[src/sv/fwr_fnv_pkg.sv]
// shared types and constants of the firmware image receiver with fnv-1a check
package fwr_fnv_pkg;

    // function codes carried in the input tuser
    typedef enum logic [1:0] {
        FUNC_BEGIN  = 2'd0,
        FUNC_END    = 2'd1,
        FUNC_HEADER = 2'd2,
        FUNC_BYTE   = 2'd3
    } t_func;

    // reason codes of the response
    typedef enum logic [3:0] {
        RSN_NONE          = 4'd0,
        RSN_BAD_SCHEMA    = 4'd1,
        RSN_BAD_BEGIN     = 4'd2,
        RSN_INSTALL_UNAV  = 4'd3,
        RSN_NOT_ACTIVE    = 4'd4,
        RSN_OFFSET_MISM   = 4'd5,
        RSN_TOO_LARGE     = 4'd6,
        RSN_WRITE_FAILED  = 4'd7,
        RSN_VERIFY_FAILED = 4'd8
    } t_reason;

    localparam int unsigned MAX_CHUNK   = 256;
    localparam logic [7:0]  SCHEMA_ID   = 8'd1;
    localparam logic [31:0] FNV_PRIME   = 32'd16777619;
    localparam logic [31:0] FNV_BASIS   = 32'd2166136261;

    localparam int unsigned IN_DATA_W   = 160;
    localparam int unsigned OUT_DATA_W  = 40;

    // one input item after unpacking
    typedef struct packed {
        t_func       func;
        logic [7:0]  schema;
        logic        fields_ok;
        logic [31:0] seq;
        logic [31:0] size_value;
        logic [31:0] check_value;
        logic [31:0] offset;
        logic [8:0]  chunk_len;
        logic [7:0]  data_byte;
        logic        storage_ok;
    } t_in_item;

    // one response item
    typedef struct packed {
        logic        session_active;
        logic        storage_abort;
        logic        installed;
        logic [31:0] reply_seq;
        t_reason     reason;
        logic        nack;
    } t_out_item;

endpackage

[src/sv/firmware_image_receiver_fnv1a_unit.sv]
// top level of the firmware image receiver with fnv-1a image check
//
// receiving side of a chunked firmware image transfer. every input transaction
// is one decoded item: begin session, end session, chunk header or chunk byte
// (kind in i_s_tuser). the block tracks the session, checks schema, offset and
// size, hashes chunk bytes with fnv-1a 32-bit into a pending chunk checksum and
// commits it only when the storage write reported on the last byte succeeded.
// begin, end and header items answer with one response transaction (ack or
// nack with a reason code, possibly a storage abort), but a header that opens
// a chunk is answered on its last byte; stray bytes are dropped silently.
// rate: one item per clock unless the input stage stalls. an item is held in
// the input register, and its response is written into the output register
// when the item is processed. the rate is set by the session state loop,
// whose longest path is one fnv-1a step (xor and multiply by the fnv prime
// constant) feeding the chunk checksum register.
// the input stage only stalls when a response is waiting in the output
// register and the downstream side is not ready.
module firmware_image_receiver_fnv1a_unit (
    input  logic        i_clk,
    input  logic        i_rst_n,
    // input stream
    input  logic        i_s_tvalid,
    output logic        o_s_tready,
    // schema[7:0], fields_ok[8], seq[40:9], size_value[72:41],
    // check_value[104:73], offset[136:105], chunk_len[145:137],
    // data_byte[153:146], storage_ok[154], zero pad[159:155]
    input  logic [fwr_fnv_pkg::IN_DATA_W-1:0]  i_s_tdata,
    // func[1:0]
    input  logic [1:0]  i_s_tuser,
    // response stream
    output logic        o_m_tvalid,
    input  logic        i_m_tready,
    // nack[0], reason[4:1], reply_seq[36:5], installed[37],
    // storage_abort[38], session_active[39]
    output logic [fwr_fnv_pkg::OUT_DATA_W-1:0] o_m_tdata
);

    // input register
    logic                  r_in_valid;
    fwr_fnv_pkg::t_in_item r_in;

    // response register
    logic                   r_out_valid;
    fwr_fnv_pkg::t_out_item r_out;

    // session state
    logic        r_active,         n_active;
    logic [31:0] r_expected_size,  n_expected_size;
    logic [31:0] r_expected_sum,   n_expected_sum;
    logic [31:0] r_received_count, n_received_count;
    logic [31:0] r_running_sum,    n_running_sum;
    logic [31:0] r_chunk_sum,      n_chunk_sum;
    logic        r_in_chunk,       n_in_chunk;
    logic [8:0]  r_bytes_left,     n_bytes_left;
    logic [8:0]  r_chunk_total,    n_chunk_total;
    logic [31:0] r_chunk_seq,      n_chunk_seq;

    // processing control
    logic                   w_advance;
    logic                   w_take;
    logic                   w_res_valid;
    fwr_fnv_pkg::t_out_item w_res;
    logic [31:0]            w_fnv;
    logic [32:0]            w_end_count;
    logic                   w_too_large;

    // the item in the input register is processed when the response register
    // is free or being drained in this cycle
    assign w_advance  = r_in_valid && (!r_out_valid || i_m_tready);
    assign o_s_tready = !r_in_valid || w_advance;
    assign w_take     = i_s_tvalid && o_s_tready;

    // one fnv-1a step on the pending chunk checksum
    assign w_fnv = (r_chunk_sum ^ {24'd0, r_in.data_byte}) * fwr_fnv_pkg::FNV_PRIME;

    // chunk would run past the announced image size or the chunk limit
    assign w_end_count = {1'b0, r_received_count} + {24'd0, r_in.chunk_len};
    assign w_too_large = ({23'd0, r_in.chunk_len} > 32'(fwr_fnv_pkg::MAX_CHUNK))
                      || (w_end_count > {1'b0, r_expected_size});

    always_comb begin
        n_active         = r_active;
        n_expected_size  = r_expected_size;
        n_expected_sum   = r_expected_sum;
        n_received_count = r_received_count;
        n_running_sum    = r_running_sum;
        n_chunk_sum      = r_chunk_sum;
        n_in_chunk       = r_in_chunk;
        n_bytes_left     = r_bytes_left;
        n_chunk_total    = r_chunk_total;
        n_chunk_seq      = r_chunk_seq;

        w_res_valid        = 1'b0;
        w_res.nack         = 1'b0;
        w_res.reason       = fwr_fnv_pkg::RSN_NONE;
        w_res.reply_seq    = r_in.seq;
        w_res.installed    = 1'b0;
        w_res.storage_abort = 1'b0;

        if (r_in.func == fwr_fnv_pkg::FUNC_BYTE) begin
            // chunk data byte, ignored outside a chunk
            if (r_in_chunk) begin
                n_chunk_sum  = w_fnv;
                n_bytes_left = r_bytes_left - 9'd1;
                if (n_bytes_left == 9'd0) begin
                    n_in_chunk      = 1'b0;
                    w_res_valid     = 1'b1;
                    w_res.reply_seq = r_chunk_seq;
                    if (!r_in.storage_ok) begin
                        n_active     = 1'b0;
                        w_res.nack   = 1'b1;
                        w_res.reason = fwr_fnv_pkg::RSN_WRITE_FAILED;
                    end else begin
                        // commit the chunk checksum and byte count
                        n_running_sum    = w_fnv;
                        n_received_count = r_received_count + {23'd0, r_chunk_total};
                    end
                end
            end
        end else begin
            // any message cancels a pending chunk
            n_in_chunk   = 1'b0;
            n_bytes_left = 9'd0;
            w_res_valid  = 1'b1;
            if (r_in.schema != fwr_fnv_pkg::SCHEMA_ID) begin
                w_res.nack   = 1'b1;
                w_res.reason = fwr_fnv_pkg::RSN_BAD_SCHEMA;
            end else if (r_in.func == fwr_fnv_pkg::FUNC_BEGIN) begin
                if (!r_in.fields_ok || r_in.size_value == 32'd0) begin
                    w_res.nack   = 1'b1;
                    w_res.reason = fwr_fnv_pkg::RSN_BAD_BEGIN;
                end else if (!r_in.storage_ok) begin
                    n_active     = 1'b0;
                    w_res.nack   = 1'b1;
                    w_res.reason = fwr_fnv_pkg::RSN_INSTALL_UNAV;
                end else begin
                    n_active         = 1'b1;
                    n_expected_size  = r_in.size_value;
                    n_expected_sum   = r_in.check_value;
                    n_received_count = 32'd0;
                    n_running_sum    = fwr_fnv_pkg::FNV_BASIS;
                end
            end else if (!r_active) begin
                w_res.nack   = 1'b1;
                w_res.reason = fwr_fnv_pkg::RSN_NOT_ACTIVE;
            end else if (r_in.func == fwr_fnv_pkg::FUNC_HEADER) begin
                if (!r_in.fields_ok || r_in.offset != r_received_count) begin
                    w_res.nack   = 1'b1;
                    w_res.reason = fwr_fnv_pkg::RSN_OFFSET_MISM;
                end else if (w_too_large) begin
                    n_active            = 1'b0;
                    w_res.nack          = 1'b1;
                    w_res.reason        = fwr_fnv_pkg::RSN_TOO_LARGE;
                    w_res.storage_abort = 1'b1;
                end else if (r_in.chunk_len != 9'd0) begin
                    // open the chunk, answered on its last byte
                    w_res_valid   = 1'b0;
                    n_in_chunk    = 1'b1;
                    n_bytes_left  = r_in.chunk_len;
                    n_chunk_total = r_in.chunk_len;
                    n_chunk_seq   = r_in.seq;
                    n_chunk_sum   = r_running_sum;
                end
            end else begin
                // end of session: verify size, both checksums and the storage result
                n_active = 1'b0;
                if (!r_in.fields_ok || r_in.size_value != r_received_count
                    || r_in.check_value != r_running_sum
                    || r_in.check_value != r_expected_sum || !r_in.storage_ok) begin
                    w_res.nack          = 1'b1;
                    w_res.reason        = fwr_fnv_pkg::RSN_VERIFY_FAILED;
                    w_res.storage_abort = 1'b1;
                end else begin
                    w_res.installed = 1'b1;
                end
            end
        end

        w_res.session_active = n_active;
    end

    // input register
    always_ff @(posedge i_clk) begin
        if (!i_rst_n) begin
            r_in_valid <= 1'b0;
        end else if (w_take) begin
            r_in_valid <= 1'b1;
        end else if (w_advance) begin
            r_in_valid <= 1'b0;
        end
    end

    always_ff @(posedge i_clk) begin
        if (w_take) begin
            r_in.func        <= fwr_fnv_pkg::t_func'(i_s_tuser);
            r_in.schema      <= i_s_tdata[7:0];
            r_in.fields_ok   <= i_s_tdata[8];
            r_in.seq         <= i_s_tdata[40:9];
            r_in.size_value  <= i_s_tdata[72:41];
            r_in.check_value <= i_s_tdata[104:73];
            r_in.offset      <= i_s_tdata[136:105];
            r_in.chunk_len   <= i_s_tdata[145:137];
            r_in.data_byte   <= i_s_tdata[153:146];
            r_in.storage_ok  <= i_s_tdata[154];
        end
    end

    // session state
    always_ff @(posedge i_clk) begin
        if (!i_rst_n) begin
            r_active         <= 1'b0;
            r_expected_size  <= 32'd0;
            r_expected_sum   <= 32'd0;
            r_received_count <= 32'd0;
            r_running_sum    <= fwr_fnv_pkg::FNV_BASIS;
            r_chunk_sum      <= 32'd0;
            r_in_chunk       <= 1'b0;
            r_bytes_left     <= 9'd0;
            r_chunk_total    <= 9'd0;
            r_chunk_seq      <= 32'd0;
        end else if (w_advance) begin
            r_active         <= n_active;
            r_expected_size  <= n_expected_size;
            r_expected_sum   <= n_expected_sum;
            r_received_count <= n_received_count;
            r_running_sum    <= n_running_sum;
            r_chunk_sum      <= n_chunk_sum;
            r_in_chunk       <= n_in_chunk;
            r_bytes_left     <= n_bytes_left;
            r_chunk_total    <= n_chunk_total;
            r_chunk_seq      <= n_chunk_seq;
        end
    end

    // response register
    always_ff @(posedge i_clk) begin
        if (!i_rst_n) begin
            r_out_valid <= 1'b0;
        end else if (w_advance && w_res_valid) begin
            r_out_valid <= 1'b1;
        end else if (i_m_tready) begin
            r_out_valid <= 1'b0;
        end
    end

    always_ff @(posedge i_clk) begin
        if (w_advance && w_res_valid) begin
            r_out <= w_res;
        end
    end

    assign o_m_tvalid = r_out_valid;
    assign o_m_tdata  = r_out;

endmodule

[config.mk]
export PLATFORM = sky130hd
export DESIGN_NAME = firmware_image_receiver_fnv1a_unit
export DESIGN_NICKNAME = d
export VERILOG_FILES = /design/src/sv/fwr_fnv_pkg.sv /design/src/sv/firmware_image_receiver_fnv1a_unit.sv
export SDC_FILE = /design/constraint.sdc
export NUM_CORES = 1
export LEC_CHECK = 0
export BUFFER_PORTS_ARGS = -buffer_cell sky130_fd_sc_hd__buf_2
export CAP_MARGIN = 30
export CORE_MARGIN = 5
export CORE_UTILIZATION = 35
export DETAILED_ROUTE_END_ITERATION = 10
export HOLD_SLACK_MARGIN = 0.03
export SLEW_MARGIN = 25
export SYNTH_ARGS = -nofsm -noshare
export SYNTH_HDL_FRONTEND = slang
export SYNTH_SLANG_ARGS = --single-unit
[constraint.sdc]
create_clock -name i_clk -period 17.3 [get_ports i_clk]
set_input_delay 1.73 -clock i_clk [delete_from_list [all_inputs] [get_ports i_clk]]
set_output_delay 1.73 -clock i_clk [all_outputs]
set_load 0.02 [all_outputs]
# After elaboration in Yosys (flattened, before gate mapping)
# Cells that the tools add are included.
# totals
elab_cells,180
reg_bits,411
in_bits,166
# classes
n_lt_le_gt_ge,2
n_eq_ne,15
n_reduce_logical,34
bitwise,8
mul,1
n_mux,89
n_addsub,3
# op_table
operator,n
$mux 32,26
$ne 32x32->1,4
$mux 9,9
$mux 37,2
$mux 1,41
$add 32x9->33,1
$gt 33x32->1,1
$add 32x9->32,1
$logic_not 32->1,1
$mul 32x25->32 const B,1
$xor 32x8->32,1
$mux 5,6
$reduce_and 9->1,2
$reduce_bool 2->1,7
$mux 4,3
$ne 2x2->1 const B,6
$gt 9x9->1 const B,1
$logic_not 9->1,1
$logic_or 1x1->1,9
$reduce_bool 9->1,1
$sub 9x1->9 const B,1
$ne 8x1->1 const B,1
$reduce_and 8->1,1
$not 1->1,7
other kinds (10),18

# Logic depth before layout (Yosys ltp)
# Gate-level depths: netlist (run 1).
# depth
word_depth,12
ltp_mapped,23
depth_no_buf,23

# Worst setup path after synthesis (run 1)
# OpenSTA, ideal clock, no wires.
# synth_path
path_type,register -> register
from,register r_received_count[1]
to,"register r_out, in the netlist o_m_tdata[0] (enable)"
synth_period_minus_slack_ns,7.452
setup_ns,0.498
path_stages_with_launch,20
t_required_ns,16.802
path_slack_ns,9.848
t_arrival_ns,6.954
n_path_buf,1
path_cell_list,dfxtp_1 -> buf_2 -> inv_1 -> fa_1 -> nor2b_1 -> o31a_1 -> o211ai_1 -> a21oi_1 -> inv_1 -> nor2_1 -> nand4_1 -> xnor2_1 -> ha_1 -> nand2_1 -> o21ai_0 -> a211oi_1 -> o31ai_1 -> o21ai_1 -> nand3_1 -> nor3b_1
# synth_between
elab_chain_len,11
elab_cells_between_ends,13
classes_between,add/sub: 1; order compare: 1; eq/ne: 1; mux: 7; reduce/logical: 3
# synth_rtl
item,line,source
"start, declared",firmware_image_receiver_fnv1a_unit.sv:50,"logic [31:0] r_received_count, n_received_count;"
"start signal, assigned",firmware_image_receiver_fnv1a_unit.sv:225,r_received_count <= n_received_count;
$add 32x9->33,firmware_image_receiver_fnv1a_unit.sv:77,"assign w_end_count = {1'b0, r_received_count} + {24'd0, r_in.chunk_len};"
$gt 33x32->1,firmware_image_receiver_fnv1a_unit.sv:79,"|| (w_end_count > {1'b0, r_expected_size});"
$logic_or 1x1->1,firmware_image_receiver_fnv1a_unit.sv:79,
$mux 1,firmware_image_receiver_fnv1a_unit.sv:150,end else if (w_too_large) begin
$mux 1 (*),firmware_image_receiver_fnv1a_unit.sv:147,if (!r_in.fields_ok || r_in.offset != r_received_count) begin
$mux 1 (*),firmware_image_receiver_fnv1a_unit.sv:146,end else if (r_in.func == fwr_fnv_pkg::FUNC_HEADER) begin
$mux 1 (*),firmware_image_receiver_fnv1a_unit.sv:143,end else if (!r_active) begin
$mux 1 (*),firmware_image_receiver_fnv1a_unit.sv:128,end else if (r_in.func == fwr_fnv_pkg::FUNC_BEGIN) begin
$mux 1 (*),firmware_image_receiver_fnv1a_unit.sv:125,if (r_in.schema != fwr_fnv_pkg::SCHEMA_ID) begin
$mux 1 (*),firmware_image_receiver_fnv1a_unit.sv:100,if (r_in.func == fwr_fnv_pkg::FUNC_BYTE) begin
$logic_and 1x1->1 (*),firmware_image_receiver_fnv1a_unit.sv:247,if (w_advance && w_res_valid) begin
"end signal, assigned",firmware_image_receiver_fnv1a_unit.sv:248,r_out <= w_res;
"end, declared",firmware_image_receiver_fnv1a_unit.sv:44,fwr_fnv_pkg::t_out_item r_out;
# Every way passes the cells marked *; elsewhere a longest branch is shown, timed or not.
# A chain may end at the register's enable or synchronous reset.

# Final worst setup path (run 1)
# layout_path
from,register r_chunk_sum[6]
to,register r_chunk_sum[30]
# layout_between
elab_chain_len,4
# layout_rtl
item,line,source
"start, declared",firmware_image_receiver_fnv1a_unit.sv:52,"logic [31:0] r_chunk_sum, n_chunk_sum;"
"start signal, assigned",firmware_image_receiver_fnv1a_unit.sv:227,r_chunk_sum <= n_chunk_sum;
$xor 32x8->32,firmware_image_receiver_fnv1a_unit.sv:74,"assign w_fnv = (r_chunk_sum ^ {24'd0, r_in.data_byte}) * fwr_fnv_pkg::FNV_PRIME;"
$mul 32x25->32,firmware_image_receiver_fnv1a_unit.sv:74,
$mux 32,firmware_image_receiver_fnv1a_unit.sv:102,if (r_in_chunk) begin
$mux 32,firmware_image_receiver_fnv1a_unit.sv:100,
# No other way between the ends. The select of a mux whose other input is x is not followed.

==> results of run 1 <==
==> state kept, by name (all words and copies together) (netlist names) <==
| signal | flops |
|---|---|
| o_m_tvalid | 1 |
| r_in_chunk | 1 |
| o_m_tdata | 40 |
| r_chunk_sum | 32 |
| r_expected_size | 32 |
| r_active | 1 |
| r_received_count | 32 |
| r_expected_sum | 32 |
| r_in | 157 |
| r_chunk_seq | 32 |
| r_chunk_total | 9 |
| r_in_valid | 1 |
| r_running_sum | 32 |
| r_bytes_left | 9 |
==> worst max-delay path by stage <==
| stage | to | slack, ps | cells past startpoint |
|---|---|---|---|
| final | r_chunk_sum[30] | 10450 | 23 |
| after global placement | r_chunk_sum[30] | 10470 | 23 |
| after floorplan | o_m_tdata[0] | 9850 | 19 |
| after global routing | r_chunk_seq[13] | 10020 | 21 |
| after CTS | r_chunk_sum[30] | 10410 | 23 |
| after detailed placement | r_chunk_sum[30] | 10400 | 23 |
==> final cells by class <==
class	instances	area, µm²
clock inverters	28	323
multi-input cells	1658	13000
repair buffers	225	1200
diodes	1	2.50
well taps	950	1190
flip-flops and latches	411	10200
inverters	366	1380
clock buffers	60	1300
fillers	7152	42500
==> metrics by stage <==
stage,cell area [µm²],instances
floorplan,25000,2536
global placement,27000,3609
detailed placement,27000,3609
CTS,28600,3697
global route,28600,3699
finish,28600,3699
==> cells by family (layout without fill, tap and decap cells) <==
| kind of cell | after synthesis | after routing |
|---|---|---|
| other cells | 0 | 1 |
| compound gates | 439 | 439 |
| flops | 411 | 411 |
| fa+ha+maj | 317 | 317 |
| mux | 90 | 90 |
| buf+inv | 467 | 679 |
| xor+xnor | 151 | 151 |
| simple gates | 661 | 661 |
==> cells in the final DEF, fill, tap and decap left out, types with 11 or more instances in the layout <==
master | Yosys | final
a211oi_2 | 15 | 15
a21o_1 | 25 | 25
a21oi_1 | 164 | 163
a22oi_1 | 11 | 11
and2_1 | 13 | 12
and3_1 | 21 | 21
buf_2 | 16 | 202
buf_4 | 4 | 22
clkbuf_16 | 0 | 49
clkinv_2 | 0 | 11
dfxtp_1 | 214 | 214
edfxtp_1 | 197 | 197
fa_1 | 76 | 76
ha_1 | 241 | 240
inv_1 | 365 | 365
mux2_2 | 22 | 22
mux2i_1 | 58 | 58
nand2_1 | 239 | 239
nand2b_1 | 22 | 22
nand3_1 | 40 | 40
nand4_1 | 36 | 36
nor2_1 | 116 | 115
nor2b_1 | 18 | 18
nor3_1 | 59 | 59
nor4_1 | 29 | 28
o21a_1 | 15 | 15
o21ai_0 | 49 | 48
o21ai_1 | 11 | 12
o22ai_1 | 22 | 22
or3_1 | 27 | 27
xnor2_1 | 99 | 99
xor2_1 | 51 | 51
==> per-layer routing <==
metal | track usage | wire length, µm
met1 | 0.236 | 31200
met4 | 0.0576 | 2380
met3 | 0.0298 | 3190
met5 | 0 | 20
met2 | 0.289 | 31900
==> power groups by stage <==
stage / combinational, mW / sequential, mW / clock (mW)
2_1_floorplan: 0.344 / 1.09 / 0
3_3_place_gp: 0.474 / 1.10 / 0
3_5_place_dp: 0.473 / 1.10 / 0
4_1_cts: 0.480 / 1.08 / 1.08
5_1_grt: 0.549 / 1.08 / 1.12
6_report: 0.479 / 1.08 / 1.05
==> worst max-delay path, stage by stage, from the launching register on <==
cell and delay (ps):
dfxtp_1 380, xor2_1 780, ha_1 380, ha_1 280, inv_1 50, fa_1 460
inv_1 80, ha_1 130, inv_1 50, fa_1 530, inv_1 40, ha_1 260
inv_1 50, fa_1 530, inv_1 40, ha_1 390, o21ai_1 140, a221o_1 330
nor4_1 320, nor3_1 180, nor3_1 520, nor2_1 140, o311a_1 430, a311oi_1 260
==> impl_results.md, run 1 <==
- Outcome: completed
- Post-Synth Simple-Gate Area: 0.129
- Gate power share: 0.183
- Hold path depth: 2
- YS warnings: 0
- Setup crit start kind: flop
- Slew headroom: 0.344
- Place WS: 10400 ps
- Synth cell types: 90
- Mux cell area share after synthesis: 0.0376
- RSZ-0062 raised after global routing: false
- Ys async rst share: 0
- First-pass GRT wire length: roughly 110000 µm
- Final setup margin: between 10000 and 15000 ps
- Slew @ Worst Pin: 980 ps
- Synth area leaders: edfxtp_1 24%, dfxtp_1 17%, ha_1 12%
- Final HPWL from detailed placement: 51600 µm
- Hold endpoint: r_expected_size[5]
- Fmax: roughly 0.15 GHz
- Post-synthesis sequential area ratio: 0.408
- Gpl congestion: 0.891
- Crit path DAT: ~7400 ps
- Post_cts resized: 0
- R2R setup slack: between 10000 and 15000 ps
- P_int: 1.87 mW
- Initial antenna violation count: 4
- Syn Inst Count: 2536
- Total Wirelength: 68700 µm
- Total number of vias: 18580
- Crit path max fanout: 6
- Total power: 2.61 mW
- Postcts setup bufs: 0
- Largest net degree at the start of global routing: 103
- Final Hold Violating Endpoints: 0
- CTS tree: built
- DRC Markers: 0
- I/O Buffers: 202
- EDFF count, synth: 197
- Main combinational cell family by area after synthesis: adder cells
- Cell with the most instances after synthesis: inv_1
- Fin crit share: 0.396
- Top cell type's share of synthesized area: 0.237
- #FFs+latches synth: 411
- Adder-cell share of the synthesized area: 0.181
- Synth Area in XOR/XNOR: 0.0534
- Syn Nets: slightly above 3000
- Sequential Power Share: 0.414
- Crit path required time: 17800 ps
- Die area: 76900 µm²
- Cell area power density: 91.3 nW/µm²
- # setup viols final: 0
- Final slew viol count: 0
- Final core utilization: 0.402
- Mapped Avg Cell Area: slightly below 10 µm²
- Die span in x: 277 µm
- DR WL/cell: ~19 µm
- Reg-to-Reg Start: r_chunk_sum[6]
- Tot GR Track Use: 0.175
- Initial core utilization: 0.352
- Post-synthesis compound-gate area fraction: 0.118
- DRT iter0 DRCs: 1146
- Synth Cell Area: 25000 µm²
- Detail Route Antenna Nets: 0
- Total congestion overflow: 0
- Sw Share: 0.286
- Vias in the first global route: 18525
- Post-CTS Hold Buffers: 0
- R2r endpoint: r_chunk_sum[30]
- Worst-path clk slew: 60 ps
- Clk pwr share: 0.403
- CTS Buf Count: 47
- Final min period: 6850 ps
- NetSw: 0.747 mW
- Pre-Repair DR Iteration Count: 5
- Post-synth top cells: 365 x inv_1, 241 x ha_1, 239 x nand2_1
- Layout area overhead: 14.4%
- Crit path kind: reg -> reg
- Hold WC Path Type: reg -> reg
- Via/cell ratio: roughly 5.0
- Hold Path Origin: r_expected_size[5]
- Core area: 71100 µm²
- Max IR drop VDD: roughly 76 µV
- CP Capture Type: flop
- H-tree levels: 2
- Crit. Startpoint: r_chunk_sum[6]
- Final Skew: 21.1 ps
- Lkg Pwr: 12.2 nW
- Max Cap Violations: 0
- Clock tree sinks: ~410
- Boundary Pins: 208
- Yosys top cell by area: edfxtp_1
- R2r worst-path depth: 23
- Ratio of cells with drive above 1 in the final layout: 0.132
- Row cnt: slightly below 100
- TNS Setup: 0 ps
- Chip Height: 277 µm
- Clock root cell: clkbuf_16
- Worst-Skew Late Latency: 590 ps
- Nets@finish: 3192
- CTS Buffer Depth: 3
- Hold WS: roughly 450 ps
- Main synth FF type: dfxtp_1
No activity file was read; power rests on OpenSTA's default activity.
==> run 2, diff against run 1 <==
ABC_AREA = 1   (was not set)
clock period = 6.5 ns   (was 17.3 ns; I/O delays follow)
==> impl_results.md, run 2 <==
- Max Cap Violations: 0
- Sw Share: 0.283
- Die span in x: ~290 µm
- Final setup margin: 511 ps
- DRT iter0 DRCs: 1860
- Total congestion overflow: 0
- Ratio of cells with drive above 1 in the final layout: 0.107
- RSZ-0062 raised after global routing: false
- Fin crit share: 0.921
- Gate power share: 0.142
- Worst Path Buf+Inv: 6
- Synth area leaders: edfxtp_1 22%, dfxtp_1 16%, ha_1 11%
- Synth cell types: 61
- Total number of vias: 22502
- CP Capture Type: flop
- Setup crit start kind: flop
- Syn Inst Count: 3297
- Slew @ Worst Pin: 954 ps
- H-tree levels: 2
- Post-synthesis sequential area ratio: 0.382
- TNS Setup: 0 ps
- Cell with the most instances after synthesis: inv_1
- Initial core utilization: 0.352
- NetSw: 1.88 mW
- CTS Buffer Depth: 3
- Detail Route Antenna Nets: 0
- EDFF count, synth: 197
- Sequential Power Share: 0.431
- Ys async rst share: 0
- Synth Cell Area: 26700 µm²
- Crit path DAT: 6420 ps
- # setup viols final: 0
- Initial antenna violation count: 3
- Largest net degree at the start of global routing: 91
- Lkg Pwr: 14.0 nW
- Fmax: 0.167 GHz
- DRC Markers: 0
- Boundary Pins: ~210
- Most flops, register: r_in
- Commonest non-fill, non-tap cells in the layout: 617 x inv_1, 554 x nand2_1, 272 x a21oi_1
- DR WL/cell: 18.8 µm
- Syn Nets: 3780
- Worst path cell trace: xor2_1, buf_4, ha_1, ha_1, fa_1, ha_1, inv_1, fa_1, inv_1, ha_1, inv_1, fa_1, inv_1, ha_1, inv_1, o21ai_0, o21bai_1, a21oi_1, o21ai_0, a21oi_1, o21ai_0, nand2_1, nand3_1, a21oi_1
- CP delay by family, top: adder cells
- Crit path kind: reg -> reg
- Layout area overhead: 14.2%
- Nets@finish: 3969
- Clock root cell: clkbuf_16
- Final min period: 5990 ps
- Place WS: 546 ps
- Row cnt: approximately 100
- Cell area power density: about 220 nW/µm²
- Max IR drop VDD: ~240 µV
- First-pass GRT wire length: between 100000 and 150000 µm
- Filler cells: 7831
- I/O Buffers: 202
- Vias in the first global route: about 22000
- Slowest cell on crit path: fa_1
- Hold WC Path Type: in -> reg
- Worst-path clk slew: 60 ps
- #FFs+latches synth: roughly 400
- Via/cell ratio: 4.99
- P_int: roughly 4.8 mW
- CTS Buf Count: slightly below 50
- YS warnings: 0
- Commonest non-fill, non-tap cell in the layout: inv_1
- Slew headroom: 0.359
- CP max stage delay: 560 ps
- Mapped Avg Cell Area: 8.09 µm²
- Hold WS: 222 ps
- Total power: around 6.7 mW
- Pre-Repair DR Iteration Count: 5
- Final HPWL from detailed placement: 66300 µm
- CTS tree: built
- Post-Layout Cell Count: roughly 4500
- Outcome: completed
- Crit path required time: 6930 ps
- Post_cts resized: 0
- Clock tree sinks: 411
- Final Skew: approximately 30 ps
- Die area: 81800 µm²
- Post-synth top cells: 621 x inv_1, 554 x nand2_1, 272 x a21oi_1
- Main synth FF type: dfxtp_1
- Tot GR Track Use: 0.202
- Worst-Skew Late Latency: roughly 600 ps
- Postcts setup bufs: 0
- Clk pwr share: 0.427
- Final slew viol count: 0
- Placed Instances: 4412
- Top cell type's share of synthesized area: 0.222
- Chip Height: 286 µm
- Core area: 75800 µm²
- Crit path max fanout: 4
- Yosys top cell by area: edfxtp_1
- Post-CTS Hold Buffers: 0
- Gpl congestion: 1.01
- Final Hold Violating Endpoints: 0
- Max reg flops: between 150 and 200
- Total Wirelength: between 80000 and 90000 µm
[run 2: routing by layer]
layer,share of wire,track usage
met2,0.45,0.325
met1,0.45,0.277
met3,0.063,0.0315
met4,0.037,0.0716
met5,0,0
[run 2: cell type report]
| class | instances | area [µm²] | share of cell area |
|---|---|---|---|
| clock buffer | 58 | 1350 | 0.0444 |
| sequential | 411 | 10200 | 0.335 |
| multi-input combinational | 2153 | 13700 | 0.449 |
| clock inverter | 33 | 304 | 0.00998 |
| timing repair buffer | 239 | 1340 | 0.0440 |
| inverter | 632 | 2380 | 0.0780 |
| antenna | 3 | 7.51 | 0.000246 |
| tap | 978 | 1220 | 0.0402 |
[run 2: final timing paths]
path	start	end	slack, ps	depth (start not counted)
max reg2reg	r_in[3]	r_chunk_sum[30]	510	24
max	r_in[3]	r_chunk_sum[30]	510	24
min reg2reg	r_chunk_seq[21]	r_chunk_seq[21]	470	2
min	i_s_tdata[115]	r_in[28]	220	1
[run 2: worst register-to-register path, stage by stage, from the launching register on]
cell	delay [ps]
edfxtp_1	440
xor2_1	250
buf_4	200
ha_1	240
ha_1	340
fa_1	560
ha_1	140
inv_1	50
fa_1	540
inv_1	50
ha_1	260
inv_1	50
fa_1	550
inv_1	50
ha_1	330
inv_1	90
o21ai_0	360
o21bai_1	250
a21oi_1	180
o21ai_0	370
a21oi_1	100
o21ai_0	210
nand2_1	100
nand3_1	90
a21oi_1	60
[run 2: power groups by stage]
stage / combinational (mW) / clock, mW / sequential (mW)
final: 0.948 / 2.84 / 2.87
after global placement: 0.933 / 0 / 2.92
after CTS: 0.946 / 2.92 / 2.87
after global routing: 1.08 / 3.01 / 2.87
after detailed placement: 0.938 / 0 / 2.92
after floorplan: 0.631 / 0 / 2.90
[run 2: logic make-up after synthesis]
kind of cell | share of synthesized area
compound gates | 0.114
xor+xnor | 0.0371
fa+ha+maj | 0.170
buf+inv | 0.106
flops | 0.382
mux | 0.000375
simple gates | 0.190
[run 2: metrics by stage]
step,util,cell area (µm²)
2_1_floorplan,-,26700
3_3_place_gp,0.379,28700
3_5_place_dp,0.380,28800
4_1_cts,0.401,30400
5_1_grt,0.402,30500
6_report,0.402,30500
